`src/design/pne_pkg.sv`:
```
`timescale 1ns / 1ps
// ----------------------------------------------------------------------------
// pne_pkg
// Shared widths, word types, state encodings and helpers for the next edge
// selector.
// ----------------------------------------------------------------------------
package pne_pkg;

    localparam int COORD_W = 12;                       // point coordinate
    localparam int INDEX_W = 10;                       // edge index
    localparam int DELTA_W = COORD_W + 1;              // signed edge vector
    localparam int MAG_W   = 2 * COORD_W + 2;          // |dot product|
    localparam int LEN_W   = 2 * COORD_W + 1;          // squared length
    localparam int SQR_W   = 2 * MAG_W;                // dot product squared
    localparam int ACC_W   = SQR_W + LEN_W + 1;        // signed accumulator
    localparam int OPA_W   = SQR_W;                    // multiplicand
    localparam int OPB_W   = MAG_W;                    // multiplier
    localparam int DIG_W   = 16;                       // multiplier digit
    localparam int NDIG    = (OPB_W + DIG_W - 1) / DIG_W;
    localparam int DCNT_W  = (NDIG > 1) ? $clog2(NDIG) : 1;
    localparam int BEXT_W  = NDIG * DIG_W;
    localparam int PROD_W  = OPA_W + DIG_W;

    typedef logic signed [DELTA_W-1:0] delta_t;

    typedef struct packed {
        logic [COORD_W-1:0] base_start_x;
        logic [COORD_W-1:0] base_start_y;
        logic [COORD_W-1:0] base_end_x;
        logic [COORD_W-1:0] base_end_y;
        logic [COORD_W-1:0] cand_start_x;
        logic [COORD_W-1:0] cand_start_y;
        logic [COORD_W-1:0] cand_end_x;
        logic [COORD_W-1:0] cand_end_y;
        logic [INDEX_W-1:0] cand_index;
        logic               is_last;
    } in_word_t;

    typedef struct packed {
        logic               found;
        logic [INDEX_W-1:0] chosen_index;
        logic               chosen_is_ccw;
    } out_word_t;

    // One candidate as seen by the core, with the current bests.
    typedef struct packed {
        logic   adj;
        delta_t bdx;
        delta_t bdy;
        delta_t cdx;
        delta_t cdy;
        logic   ccw_valid;
        delta_t ccw_dx;
        delta_t ccw_dy;
        logic   cw_valid;
        delta_t cw_dx;
        delta_t cw_dy;
    } job_t;

    typedef struct packed {
        logic             run;
        logic             clear;
        logic             neg;
        logic [OPA_W-1:0] a;
        logic [OPB_W-1:0] b;
    } mac_cmd_t;

    typedef struct packed {
        logic done;
        logic replace;
        logic is_ccw;
    } core_res_t;

    typedef enum logic [1:0] {
        TS_IDLE,
        TS_RUN,
        TS_EMIT
    } top_state_t;

    typedef enum logic [1:0] {
        CS_IDLE,
        CS_MUL,
        CS_NEXT,
        CS_FIN
    } core_state_t;

    // Multiply-accumulate steps of one comparison, in issue order.
    typedef enum logic [3:0] {
        OP_CRS0,
        OP_CRS1,
        OP_DP0,
        OP_DP1,
        OP_DQ0,
        OP_DQ1,
        OP_LP0,
        OP_LP1,
        OP_LQ0,
        OP_LQ1,
        OP_SP,
        OP_SQ,
        OP_CMP0,
        OP_CMP1
    } op_t;

    function automatic op_t op_follow(input op_t op);
        op_t nxt;
        unique case (op)
            OP_CRS0: nxt = OP_CRS1;
            OP_CRS1: nxt = OP_DP0;
            OP_DP0:  nxt = OP_DP1;
            OP_DP1:  nxt = OP_DQ0;
            OP_DQ0:  nxt = OP_DQ1;
            OP_DQ1:  nxt = OP_LP0;
            OP_LP0:  nxt = OP_LP1;
            OP_LP1:  nxt = OP_LQ0;
            OP_LQ0:  nxt = OP_LQ1;
            OP_LQ1:  nxt = OP_SP;
            OP_SP:   nxt = OP_SQ;
            OP_SQ:   nxt = OP_CMP0;
            OP_CMP0: nxt = OP_CMP1;
            OP_CMP1: nxt = OP_CMP1;
            default: nxt = OP_CRS0;
        endcase
        return nxt;
    endfunction

    function automatic logic [DELTA_W-1:0] delta_mag(input delta_t v);
        delta_t n;
        n = -v;
        return v[DELTA_W-1] ? n : v;
    endfunction

endpackage

```
`src/design/pne_mac.sv`:
```
`timescale 1ns / 1ps
`default_nettype none
// ----------------------------------------------------------------------------
// pne_mac
// Shared multiply-accumulate: acc +/-= a * b, one DIG_W-bit digit of b a
// cycle, stopping at the last nonzero digit.
// ----------------------------------------------------------------------------
module pne_mac
    import pne_pkg::*;
(
    input  logic                    aclk,
    input  logic                    aresetn,
    input  mac_cmd_t                cmd,
    output logic                    done,
    output logic signed [ACC_W-1:0] acc
);

    localparam int SH_W = $clog2(BEXT_W + 1);

    logic [DCNT_W-1:0]       dcnt_reg;
    logic [DCNT_W-1:0]       dcnt_next;
    logic signed [ACC_W-1:0] acc_reg;
    logic signed [ACC_W-1:0] acc_next;
    logic signed [ACC_W-1:0] base;
    logic [BEXT_W-1:0]       b_ext;
    logic [BEXT_W-1:0]       rest;
    logic [SH_W-1:0]         shamt;
    logic [DIG_W-1:0]        digit;
    logic [PROD_W-1:0]       prod;
    logic [ACC_W-1:0]        term;

    always_comb begin
        b_ext = BEXT_W'(cmd.b);
        shamt = SH_W'(dcnt_reg) * SH_W'(DIG_W);
        digit = DIG_W'(b_ext >> shamt);
        prod  = PROD_W'(cmd.a) * PROD_W'(digit);
        term  = ACC_W'(prod) << shamt;
        rest  = b_ext >> (shamt + SH_W'(DIG_W));
        done  = cmd.run && (rest == '0);
        base  = (cmd.clear && (dcnt_reg == '0)) ? '0 : acc_reg;

        acc_next  = acc_reg;
        dcnt_next = dcnt_reg;
        if (cmd.run) begin
            acc_next  = cmd.neg ? (base - signed'(term)) : (base + signed'(term));
            dcnt_next = done ? '0 : dcnt_reg + 1'b1;
        end
    end

    always_ff @(posedge aclk) begin
        if (!aresetn) begin
            dcnt_reg <= '0;
        end else begin
            dcnt_reg <= dcnt_next;
        end
    end

    always_ff @(posedge aclk) begin
        acc_reg <= acc_next;
    end

    assign acc = acc_reg;

endmodule
`default_nettype wire

```
`src/design/pne_core.sv`:
```
`timescale 1ns / 1ps
`default_nettype none
// ----------------------------------------------------------------------------
// pne_core
// Sequencer for one candidate: cross product, dot products, lengths and the
// exact squared-cosine compare, all through the shared MAC.
// ----------------------------------------------------------------------------
module pne_core
    import pne_pkg::*;
(
    input  logic      aclk,
    input  logic      aresetn,
    input  logic      start,
    input  job_t      job,
    output core_res_t res
);

    core_state_t state_reg;
    core_state_t state_next;
    op_t         op_reg;
    op_t         op_next;

    logic             crs_pos_reg, crs_pos_next;
    logic             dp_neg_reg, dp_neg_next;
    logic             dp_zero_reg, dp_zero_next;
    logic [MAG_W-1:0] dp_mag_reg, dp_mag_next;
    logic [MAG_W-1:0] dq_mag_reg, dq_mag_next;
    logic [LEN_W-1:0] lp_reg, lp_next;
    logic [LEN_W-1:0] lq_reg, lq_next;
    logic [SQR_W-1:0] sqp_reg, sqp_next;
    logic [SQR_W-1:0] sqq_reg, sqq_next;
    logic             replace_reg, replace_next;
    logic             ccw_reg, ccw_next;

    mac_cmd_t                cmd;
    logic                    mac_done;
    logic signed [ACC_W-1:0] acc;
    logic                    acc_neg;
    logic                    acc_zero;
    logic [ACC_W-1:0]        acc_mag;

    logic               fin;
    logic               step_replace;
    logic               step_ccw;
    logic               grp_pos;
    logic               p_lt;
    logic               p_gt;
    delta_t             qdx;
    delta_t             qdy;
    logic [DELTA_W-1:0] bx_m, by_m, cx_m, cy_m, qx_m, qy_m;

    pne_mac u_mac (
        .aclk    (aclk),
        .aresetn (aresetn),
        .cmd     (cmd),
        .done    (mac_done),
        .acc     (acc)
    );

    assign acc_neg  = acc[ACC_W-1];
    assign acc_zero = (acc == '0);
    assign acc_mag  = acc_neg ? -acc : acc;

    assign qdx  = crs_pos_reg ? job.ccw_dx : job.cw_dx;
    assign qdy  = crs_pos_reg ? job.ccw_dy : job.cw_dy;
    assign bx_m = delta_mag(job.bdx);
    assign by_m = delta_mag(job.bdy);
    assign cx_m = delta_mag(job.cdx);
    assign cy_m = delta_mag(job.cdy);
    assign qx_m = delta_mag(qdx);
    assign qy_m = delta_mag(qdy);

    // Step decision, evaluated while the finished product sits in the MAC.
    always_comb begin
        fin          = 1'b0;
        step_replace = 1'b0;
        step_ccw     = crs_pos_reg;
        grp_pos      = !acc_neg && !acc_zero;
        p_lt         = 1'b0;
        p_gt         = 1'b0;
        unique case (op_reg)
            OP_CRS1: begin
                step_ccw = grp_pos;
                if (!(grp_pos ? job.ccw_valid : job.cw_valid)) begin
                    fin          = 1'b1;
                    step_replace = 1'b1;
                end
            end
            OP_DQ1: begin
                // sign classes: negative, zero, positive
                p_lt = (dp_neg_reg && !acc_neg) || (dp_zero_reg && grp_pos);
                p_gt = (acc_neg && !dp_neg_reg) || (acc_zero && !dp_neg_reg && !dp_zero_reg);
                if ((dp_neg_reg != acc_neg) || (dp_zero_reg != acc_zero)) begin
                    fin          = 1'b1;
                    step_replace = crs_pos_reg ? p_lt : p_gt;
                end else if (dp_zero_reg) begin
                    fin = 1'b1;
                end
            end
            OP_CMP1: begin
                // acc = dp^2*Lq - dq^2*Lp; flip for a negative dot product
                p_lt         = dp_neg_reg ? grp_pos : acc_neg;
                p_gt         = dp_neg_reg ? acc_neg : grp_pos;
                fin          = 1'b1;
                step_replace = crs_pos_reg ? p_lt : p_gt;
            end
            default: begin
                fin = 1'b0;
            end
        endcase
    end

    // Datapath next values.
    always_comb begin
        op_next      = op_reg;
        crs_pos_next = crs_pos_reg;
        dp_neg_next  = dp_neg_reg;
        dp_zero_next = dp_zero_reg;
        dp_mag_next  = dp_mag_reg;
        dq_mag_next  = dq_mag_reg;
        lp_next      = lp_reg;
        lq_next      = lq_reg;
        sqp_next     = sqp_reg;
        sqq_next     = sqq_reg;
        replace_next = replace_reg;
        ccw_next     = ccw_reg;

        if ((state_reg == CS_IDLE) && start) begin
            op_next      = OP_CRS0;
            replace_next = 1'b0;
            ccw_next     = 1'b0;
        end

        if (state_reg == CS_NEXT) begin
            case (op_reg)
                OP_CRS1: crs_pos_next = grp_pos;
                OP_DP1: begin
                    dp_neg_next  = acc_neg;
                    dp_zero_next = acc_zero;
                    dp_mag_next  = MAG_W'(acc_mag);
                end
                OP_DQ1:  dq_mag_next = MAG_W'(acc_mag);
                OP_LP1:  lp_next     = LEN_W'(acc);
                OP_LQ1:  lq_next     = LEN_W'(acc);
                OP_SP:   sqp_next    = SQR_W'(acc);
                OP_SQ:   sqq_next    = SQR_W'(acc);
                default: sqq_next    = sqq_reg;
            endcase
            if (fin) begin
                replace_next = step_replace;
                ccw_next     = step_ccw;
            end else begin
                op_next = op_follow(op_reg);
            end
        end
    end

    // Next state.
    always_comb begin
        state_next = state_reg;
        unique case (state_reg)
            CS_IDLE: begin
                if (start) begin
                    state_next = job.adj ? CS_MUL : CS_FIN;
                end
            end
            CS_MUL: begin
                if (mac_done) begin
                    state_next = CS_NEXT;
                end
            end
            CS_NEXT: begin
                state_next = fin ? CS_FIN : CS_MUL;
            end
            CS_FIN: begin
                state_next = CS_IDLE;
            end
            default: begin
                state_next = CS_IDLE;
            end
        endcase
    end

    // Outputs: MAC operands per step, decision to the top.
    always_comb begin
        cmd.run   = (state_reg == CS_MUL);
        cmd.clear = 1'b0;
        cmd.neg   = 1'b0;
        cmd.a     = '0;
        cmd.b     = '0;
        unique case (op_reg)
            OP_CRS0: begin
                cmd.clear = 1'b1;
                cmd.a     = OPA_W'(bx_m);
                cmd.b     = OPB_W'(cy_m);
                cmd.neg   = job.bdx[DELTA_W-1] ^ job.cdy[DELTA_W-1];
            end
            OP_CRS1: begin
                cmd.a   = OPA_W'(by_m);
                cmd.b   = OPB_W'(cx_m);
                cmd.neg = ~(job.bdy[DELTA_W-1] ^ job.cdx[DELTA_W-1]);
            end
            OP_DP0: begin
                cmd.clear = 1'b1;
                cmd.a     = OPA_W'(bx_m);
                cmd.b     = OPB_W'(cx_m);
                cmd.neg   = job.bdx[DELTA_W-1] ^ job.cdx[DELTA_W-1];
            end
            OP_DP1: begin
                cmd.a   = OPA_W'(by_m);
                cmd.b   = OPB_W'(cy_m);
                cmd.neg = job.bdy[DELTA_W-1] ^ job.cdy[DELTA_W-1];
            end
            OP_DQ0: begin
                cmd.clear = 1'b1;
                cmd.a     = OPA_W'(bx_m);
                cmd.b     = OPB_W'(qx_m);
                cmd.neg   = job.bdx[DELTA_W-1] ^ qdx[DELTA_W-1];
            end
            OP_DQ1: begin
                cmd.a   = OPA_W'(by_m);
                cmd.b   = OPB_W'(qy_m);
                cmd.neg = job.bdy[DELTA_W-1] ^ qdy[DELTA_W-1];
            end
            OP_LP0: begin
                cmd.clear = 1'b1;
                cmd.a     = OPA_W'(cx_m);
                cmd.b     = OPB_W'(cx_m);
            end
            OP_LP1: begin
                cmd.a = OPA_W'(cy_m);
                cmd.b = OPB_W'(cy_m);
            end
            OP_LQ0: begin
                cmd.clear = 1'b1;
                cmd.a     = OPA_W'(qx_m);
                cmd.b     = OPB_W'(qx_m);
            end
            OP_LQ1: begin
                cmd.a = OPA_W'(qy_m);
                cmd.b = OPB_W'(qy_m);
            end
            OP_SP: begin
                cmd.clear = 1'b1;
                cmd.a     = OPA_W'(dp_mag_reg);
                cmd.b     = dp_mag_reg;
            end
            OP_SQ: begin
                cmd.clear = 1'b1;
                cmd.a     = OPA_W'(dq_mag_reg);
                cmd.b     = dq_mag_reg;
            end
            OP_CMP0: begin
                cmd.clear = 1'b1;
                cmd.a     = sqp_reg;
                cmd.b     = OPB_W'(lq_reg);
            end
            OP_CMP1: begin
                cmd.a   = sqq_reg;
                cmd.b   = OPB_W'(lp_reg);
                cmd.neg = 1'b1;
            end
            default: begin
                cmd.a = '0;
            end
        endcase

        res.done    = (state_reg == CS_FIN);
        res.replace = replace_reg;
        res.is_ccw  = ccw_reg;
    end

    always_ff @(posedge aclk) begin
        if (!aresetn) begin
            state_reg   <= CS_IDLE;
            op_reg      <= OP_CRS0;
            replace_reg <= 1'b0;
            ccw_reg     <= 1'b0;
        end else begin
            state_reg   <= state_next;
            op_reg      <= op_next;
            replace_reg <= replace_next;
            ccw_reg     <= ccw_next;
        end
    end

    always_ff @(posedge aclk) begin
        crs_pos_reg <= crs_pos_next;
        dp_neg_reg  <= dp_neg_next;
        dp_zero_reg <= dp_zero_next;
        dp_mag_reg  <= dp_mag_next;
        dq_mag_reg  <= dq_mag_next;
        lp_reg      <= lp_next;
        lq_reg      <= lq_next;
        sqp_reg     <= sqp_next;
        sqq_reg     <= sqq_next;
    end

endmodule
`default_nettype wire

```
`src/design/planar_next_edge_select.sv`:
```
`timescale 1ns / 1ps
`default_nettype none
// ----------------------------------------------------------------------------
// planar_next_edge_select
// Picks the next edge of a planar face walk from a stream of candidate
// edges, keeping the widest counterclockwise and narrowest clockwise turn.
// ----------------------------------------------------------------------------
//
//  channel | dir | handshake          | word
//  --------+-----+--------------------+--------------------------------------
//  s_      | in  | s_valid / s_ready  | in_word_t: base edge, candidate, index
//  m_      | out | m_valid / m_ready  | out_word_t: found, index, ccw flag
//
//  One candidate word at a time. At 12-bit coordinates a non-adjacent word skips
//  the MAC; otherwise the cross product ends it when its turn group is still
//  empty, the dot products when their signs settle the compare, and else the
//  full squared-cosine test follows (the squares and the cross products of
//  magnitudes take one or two digits); every step is one pass per 16-bit digit
//  through the shared MAC and a sequencing state. A last word posts the result.
//  Reset (aresetn low, synchronous) empties both groups and the output slot.
//  A result waiting on m_ready does not stop new candidates; only a second
//  last word waits until the slot frees.
// ----------------------------------------------------------------------------
module planar_next_edge_select
    import pne_pkg::*;
(
    input  wire        aclk,
    input  wire        aresetn,
    input  wire        s_valid,
    output logic       s_ready,
    input  in_word_t   s_data,
    output logic       m_valid,
    input  wire        m_ready,
    output out_word_t  m_data
);

    top_state_t state_reg;
    top_state_t state_next;

    logic accept;
    logic out_free;
    logic emit;
    logic start_reg;
    logic start_next;

    // captured candidate
    delta_t             bdx_reg, bdy_reg, cdx_reg, cdy_reg;
    delta_t             bdx_in, bdy_in, cdx_in, cdy_in;
    logic               adj_reg, adj_in;
    logic [INDEX_W-1:0] idx_reg;
    logic               last_reg;

    // running bests of each turn group
    logic               ccw_valid_reg, ccw_valid_next;
    logic [INDEX_W-1:0] ccw_idx_reg, ccw_idx_next;
    delta_t             ccw_dx_reg, ccw_dx_next;
    delta_t             ccw_dy_reg, ccw_dy_next;
    logic               cw_valid_reg, cw_valid_next;
    logic [INDEX_W-1:0] cw_idx_reg, cw_idx_next;
    delta_t             cw_dx_reg, cw_dx_next;
    delta_t             cw_dy_reg, cw_dy_next;

    logic      m_valid_reg, m_valid_next;
    out_word_t m_data_reg, m_data_next;

    job_t      job;
    core_res_t core_res;

    logic joins, same, rev, nonzero;

    // Edge vectors and adjacency of the incoming word.
    always_comb begin
        bdx_in  = DELTA_W'({1'b0, s_data.base_end_x}) - DELTA_W'({1'b0, s_data.base_start_x});
        bdy_in  = DELTA_W'({1'b0, s_data.base_end_y}) - DELTA_W'({1'b0, s_data.base_start_y});
        cdx_in  = DELTA_W'({1'b0, s_data.cand_end_x}) - DELTA_W'({1'b0, s_data.cand_start_x});
        cdy_in  = DELTA_W'({1'b0, s_data.cand_end_y}) - DELTA_W'({1'b0, s_data.cand_start_y});
        joins   = (s_data.cand_start_x == s_data.base_end_x)
               && (s_data.cand_start_y == s_data.base_end_y);
        same    = (s_data.cand_start_x == s_data.base_start_x)
               && (s_data.cand_start_y == s_data.base_start_y)
               && (s_data.cand_end_x == s_data.base_end_x)
               && (s_data.cand_end_y == s_data.base_end_y);
        rev     = joins
               && (s_data.cand_end_x == s_data.base_start_x)
               && (s_data.cand_end_y == s_data.base_start_y);
        nonzero = (s_data.cand_end_x != s_data.cand_start_x)
               || (s_data.cand_end_y != s_data.cand_start_y);
        adj_in  = joins && !same && !rev && nonzero;
    end

    always_comb begin
        job.adj       = adj_reg;
        job.bdx       = bdx_reg;
        job.bdy       = bdy_reg;
        job.cdx       = cdx_reg;
        job.cdy       = cdy_reg;
        job.ccw_valid = ccw_valid_reg;
        job.ccw_dx    = ccw_dx_reg;
        job.ccw_dy    = ccw_dy_reg;
        job.cw_valid  = cw_valid_reg;
        job.cw_dx     = cw_dx_reg;
        job.cw_dy     = cw_dy_reg;
    end

    pne_core u_core (
        .aclk    (aclk),
        .aresetn (aresetn),
        .start   (start_reg),
        .job     (job),
        .res     (core_res)
    );

    // Next state.
    always_comb begin
        state_next = state_reg;
        unique case (state_reg)
            TS_IDLE: begin
                if (accept) begin
                    state_next = TS_RUN;
                end
            end
            TS_RUN: begin
                if (core_res.done) begin
                    state_next = last_reg ? TS_EMIT : TS_IDLE;
                end
            end
            TS_EMIT: begin
                if (out_free) begin
                    state_next = TS_IDLE;
                end
            end
            default: begin
                state_next = TS_IDLE;
            end
        endcase
    end

    // Handshake outputs.
    always_comb begin
        s_ready    = (state_reg == TS_IDLE);
        accept     = s_valid && s_ready;
        out_free   = !m_valid_reg || m_ready;
        emit       = (state_reg == TS_EMIT) && out_free;
        start_next = accept;
    end

    // Best tracking, result slot.
    always_comb begin
        ccw_valid_next = ccw_valid_reg;
        ccw_idx_next   = ccw_idx_reg;
        ccw_dx_next    = ccw_dx_reg;
        ccw_dy_next    = ccw_dy_reg;
        cw_valid_next  = cw_valid_reg;
        cw_idx_next    = cw_idx_reg;
        cw_dx_next     = cw_dx_reg;
        cw_dy_next     = cw_dy_reg;
        m_valid_next   = m_valid_reg && !m_ready;
        m_data_next    = m_data_reg;

        if (core_res.done && core_res.replace) begin
            if (core_res.is_ccw) begin
                ccw_valid_next = 1'b1;
                ccw_idx_next   = idx_reg;
                ccw_dx_next    = cdx_reg;
                ccw_dy_next    = cdy_reg;
            end else begin
                cw_valid_next = 1'b1;
                cw_idx_next   = idx_reg;
                cw_dx_next    = cdx_reg;
                cw_dy_next    = cdy_reg;
            end
        end

        if (emit) begin
            m_valid_next              = 1'b1;
            m_data_next.found         = ccw_valid_reg || cw_valid_reg;
            m_data_next.chosen_is_ccw = ccw_valid_reg;
            if (ccw_valid_reg) begin
                m_data_next.chosen_index = ccw_idx_reg;
            end else if (cw_valid_reg) begin
                m_data_next.chosen_index = cw_idx_reg;
            end else begin
                m_data_next.chosen_index = '0;
            end
            ccw_valid_next = 1'b0;
            cw_valid_next  = 1'b0;
        end
    end

    always_ff @(posedge aclk) begin
        if (!aresetn) begin
            state_reg     <= TS_IDLE;
            start_reg     <= 1'b0;
            ccw_valid_reg <= 1'b0;
            cw_valid_reg  <= 1'b0;
            m_valid_reg   <= 1'b0;
        end else begin
            state_reg     <= state_next;
            start_reg     <= start_next;
            ccw_valid_reg <= ccw_valid_next;
            cw_valid_reg  <= cw_valid_next;
            m_valid_reg   <= m_valid_next;
        end
    end

    always_ff @(posedge aclk) begin
        if (accept) begin
            bdx_reg  <= bdx_in;
            bdy_reg  <= bdy_in;
            cdx_reg  <= cdx_in;
            cdy_reg  <= cdy_in;
            adj_reg  <= adj_in;
            idx_reg  <= s_data.cand_index;
            last_reg <= s_data.is_last;
        end
        ccw_idx_reg <= ccw_idx_next;
        ccw_dx_reg  <= ccw_dx_next;
        ccw_dy_reg  <= ccw_dy_next;
        cw_idx_reg  <= cw_idx_next;
        cw_dx_reg   <= cw_dx_next;
        cw_dy_reg   <= cw_dy_next;
        m_data_reg  <= m_data_next;
    end

    assign m_valid = m_valid_reg;
    assign m_data  = m_data_reg;

    // core finishes only for a word we are waiting on
    a_done_in_run: assert property (@(posedge aclk) disable iff (!aresetn)
        core_res.done |-> (state_reg == TS_RUN))
        else $error("core done outside of run");

    // a non-adjacent candidate never becomes a best
    a_no_adj_no_replace: assert property (@(posedge aclk) disable iff (!aresetn)
        (core_res.done && !adj_reg) |-> !core_res.replace)
        else $error("non-adjacent candidate taken");

    // posting a result empties both groups for the next query
    a_emit_clears: assert property (@(posedge aclk) disable iff (!aresetn)
        emit |=> (!ccw_valid_reg && !cw_valid_reg))
        else $error("groups not cleared after result");

    // not found reports index 0, clockwise flag
    a_not_found_zero: assert property (@(posedge aclk) disable iff (!aresetn)
        (m_valid && !m_data.found) |-> ((m_data.chosen_index == '0) && !m_data.chosen_is_ccw))
        else $error("not-found result carries data");

endmodule
`default_nettype wire
```
`config.mk`:
```
export PLATFORM = sky130hd
export DESIGN_NAME = planar_next_edge_select
export DESIGN_NICKNAME = d
export VERILOG_FILES = /design/src/design/pne_pkg.sv /design/src/design/pne_mac.sv /design/src/design/pne_core.sv /design/src/design/planar_next_edge_select.sv
export SDC_FILE = /design/constraint.sdc
export NUM_CORES = 2
export LEC_CHECK = 0
export ABC_AREA = 0
export BUFFER_PORTS_ARGS = -buffer_cell sky130_fd_sc_hd__buf_4
export CORE_MARGIN = 1
export CORE_UTILIZATION = 40
export DETAILED_ROUTE_END_ITERATION = 8
export GPL_ROUTABILITY_DRIVEN = 0
export PLACE_DENSITY_LB_ADDON = 0.1
export REMOVE_ABC_BUFFERS = 1
export SYNTH_ARGS = -nofsm -noshare
export SYNTH_HDL_FRONTEND = slang
export SYNTH_HIERARCHICAL = 1
export SYNTH_SLANG_ARGS = --single-unit
```
`constraint.sdc`:
```
create_clock -name aclk -period 13.6 [get_ports aclk]
set_clock_uncertainty 0.15 [all_clocks]
set_input_delay 2.04 -clock aclk [delete_from_list [all_inputs] [get_ports aclk]]
set_output_delay 2.04 -clock aclk [all_outputs]
set_load 0.01 [all_outputs]
```
==> flow_summary.toml <==
[cells_and_area]
num-nets-final = 7809
layout-drive-gt1-share_pct = 13.4
syn_to_final_growth_pct = 14.4
fin_cells = 8649
largest_register_ffs = 78

[synthesis]
async_reset_ff_share_pct = 0
synth_area_um2 = 57600
synthCells = 6315
yosys-top-cells-area = "fa_1 24%, edfxtp_1 23%, ha_1 6.0%"
seq_area_frac_synth_pct = 23.3
yosys.cell_count.top_type = "nand2_1"
ys_types = 112
synthTopCellsByCount = "889 x nand2_1, 873 x inv_1, 703 x fa_1, 435 x edfxtp_1, 381 x and2_1"
yosysWarnings = 6
ys_ff_latch = 454
postSynthAreaPerCell_um2 = 9.13
synth_top_area_cell = "fa_1"
synth_top_flop_cell = "edfxtp_1"
yosys.area.top_type_share_pct = 24.4
synth-edff-count = 435

[critical_path]
reg2reg_depth = 44
crit_start = "u_core/op_reg[2]"
cp_slowest_cell = "or4_1"
critPathMaxFanout = 10
cp-end-kind = "flop"
slowest_delay_ns = 0.61
r2r-end = "u_core/u_mac/acc[75]"
timing.critical_path.arrival_ns = 13.27
critPathKind = "flop to flop"
startpoint_type = "flop"
timing.rr.start = "u_core/op_reg[2]"
cp_data_required_time_ns = 13.82
rrSetupSlack_ns = 0.55
crit_top_cell = "fa_1"

[floorplan]
io_pins = 125
coreArea_um2 = 142000
rows = 138
dieArea_um2 = 146000
die_w_um = 382
die_h_um = 382
initial_core_util_pct = 40.5

[cts]
numCtsBuffers = 50
h-tree-depth = 2
clk_pin_slew_ns = 0.07
cts_tree = "done"
cts-root-buf = "clkbuf_16"
clk_latency_ns = 0.65
cts.sinks = 454
clockBufferDepth = 3
postCtsHoldBufs = 0

[routing]
vias_per_cell = 5.56
drtIter0Drc = 4075
ant_nets = 0
remaining_drc_errors = 0
drtPass1Iterations = 6
wl_per_cell_um = 21.9
routed_wirelength_mm = 190
num_vias = 48100

[sta]
fin_crit_sh_pct = 96.0
tightest_slew_ns = 1.20
maxSlewHeadroom_pct = 20.1
hold_viol_final = 0
maxSlewViolCount = 0
setup_viol_count_final = 0
period_minus_slack_ns = 13.05
setup_ws_ns = 0.550
fmax_ghz = 0.0766

[hold_path]
hold_path_startpoint = "idx_reg[5]"
worst_hold_path.endpoint = "ccw_idx_reg[5]"
hold_path_class = "flop to flop"
holdPathStages = 0

[global_route]
grt_start_max_net_pins = 79
grt_first_pass_wirelength_mm = 292
grt_use_total_pct = 25.8
grt-ovfl-total = 0
antenna_found_initial = 9
grt_pass1_vias = 48200

[place]
place_ws_ns = 0.277
post-place-cells = 8550
place_hpwl_mm = 154
port_buffers = 124

[flow_run]
max_cap_viol_count = 0

[run_status]
status = "completed"
-- cell type report --
class / count / area, um2
Antenna cell: 5 / 12.5
Clock buffer: 64 / 1350
Clock inverter: 24 / 233
Fill cell: 14000 / 76300
Inverter: 874 / 3280
Multi-Input combinational cell: 4662 / 39900
Sequential cell: 454 / 13400
Tap cell: 1890 / 2360
Timing Repair Buffer: 676 / 5360
-- through the flow --
| stage | util [%] | hold slack [ns] | setup TNS (ns) | area, um2 |
|---|---|---|---|---|
| 3_5_place_dp | 45.1 | 0.280 | 0 | 64100 |
| 3_3_place_gp | 45.1 | 0.274 | 0 | 64100 |
| 2_1_floorplan | - | 0.271 | -137.54 | 56300 |
| 4_1_cts | 46.2 | 0.295 | 0 | 65700 |
| 5_1_grt | 46.3 | 0.303 | -0.00326 | 65900 |
| 6_report | 46.3 | 0.291 | 0 | 65900 |
-- worst max-delay path: cells and delay by family, from the launching register on --
family | cells | cell delay [ns]
adder cells (fa/ha/maj) | 8 | 3.59
XOR/XNOR | 2 | 0.21
AND/OR/NAND/NOR | 11 | 3.60
buffers and inverters | 6 | 0.57
flip-flops | 1 | 0.38
AO/OA/AOI/OAI | 17 | 4.25
-- layout by cell type (no fill, tap or decap), types with 24 or more instances in the layout --
| master | instances |
|---|---|
| a211oi_1 | 29 |
| a21o_1 | 91 |
| a21oi_1 | 285 |
| a221oi_1 | 24 |
| a22o_1 | 47 |
| a22oi_1 | 54 |
| a31oi_1 | 43 |
| and2_1 | 381 |
| and3_1 | 34 |
| buf_4 | 652 |
| clkbuf_16 | 51 |
| edfxtp_1 | 435 |
| fa_1 | 703 |
| ha_1 | 276 |
| inv_1 | 872 |
| mux2i_1 | 51 |
| nand2_1 | 887 |
| nand2b_1 | 32 |
| nand3_1 | 91 |
| nand4_1 | 87 |
| nor2_1 | 238 |
| nor2b_1 | 35 |
| nor3_1 | 76 |
| nor4_1 | 61 |
| o211ai_1 | 29 |
| o21a_1 | 39 |
| o21ai_0 | 185 |
| o21bai_1 | 28 |
| o22ai_1 | 28 |
| o31ai_1 | 39 |
| or3_1 | 32 |
| xnor2_1 | 193 |
| xor2_1 | 148 |
-- worst max path at each step --
stage	slack [ns]	cells after the start	to
2_1_floorplan	-3.83	41	u_core/u_mac/acc[73]
3_3_place_gp	0.31	46	u_core/u_mac/acc[73]
3_5_place_dp	0.28	45	u_core/u_mac/acc[75]
4_1_cts	0.17	45	u_core/u_mac/acc[73]
5_1_grt	-0.003	51	u_core/u_mac/acc[71]
6_report	0.55	44	u_core/u_mac/acc[75]
-- cell families after synthesis --
family                   Yosys count  share of synthesized area [%]
AND/OR/NAND/NOR                 2102                           18.1
buffers and inverters           1199                           8.03
AO/OA/AOI/OAI                   1174                           13.8
adder cells (fa/ha/maj)          980                           30.4
flip-flops                       454                           23.3
XOR/XNOR                         341                           5.18
multiplexers                      65                           1.15
-- routing by layer --
metal | track usage [%] | part of all wire (%) | up-vias
met5 | 0 | 0.0069 | -
met3 | 2.86 | 6.2 | 183
met1 | 38.8 | 47 | 24400
met2 | 40.2 | 45 | 1462
li1 | - | - | 22000
met4 | 4.67 | 1.8 | 2
-- timing repair --
item                                    4_1_cts  5_1_grt
endpoints found under the setup margin        0       18
setup buffers                                 0        6
resized for setup                             0       53
Power is left out: the tool's default activity adds up to more than one toggle a clock period on the data nets, which glitch-free logic cannot reach.
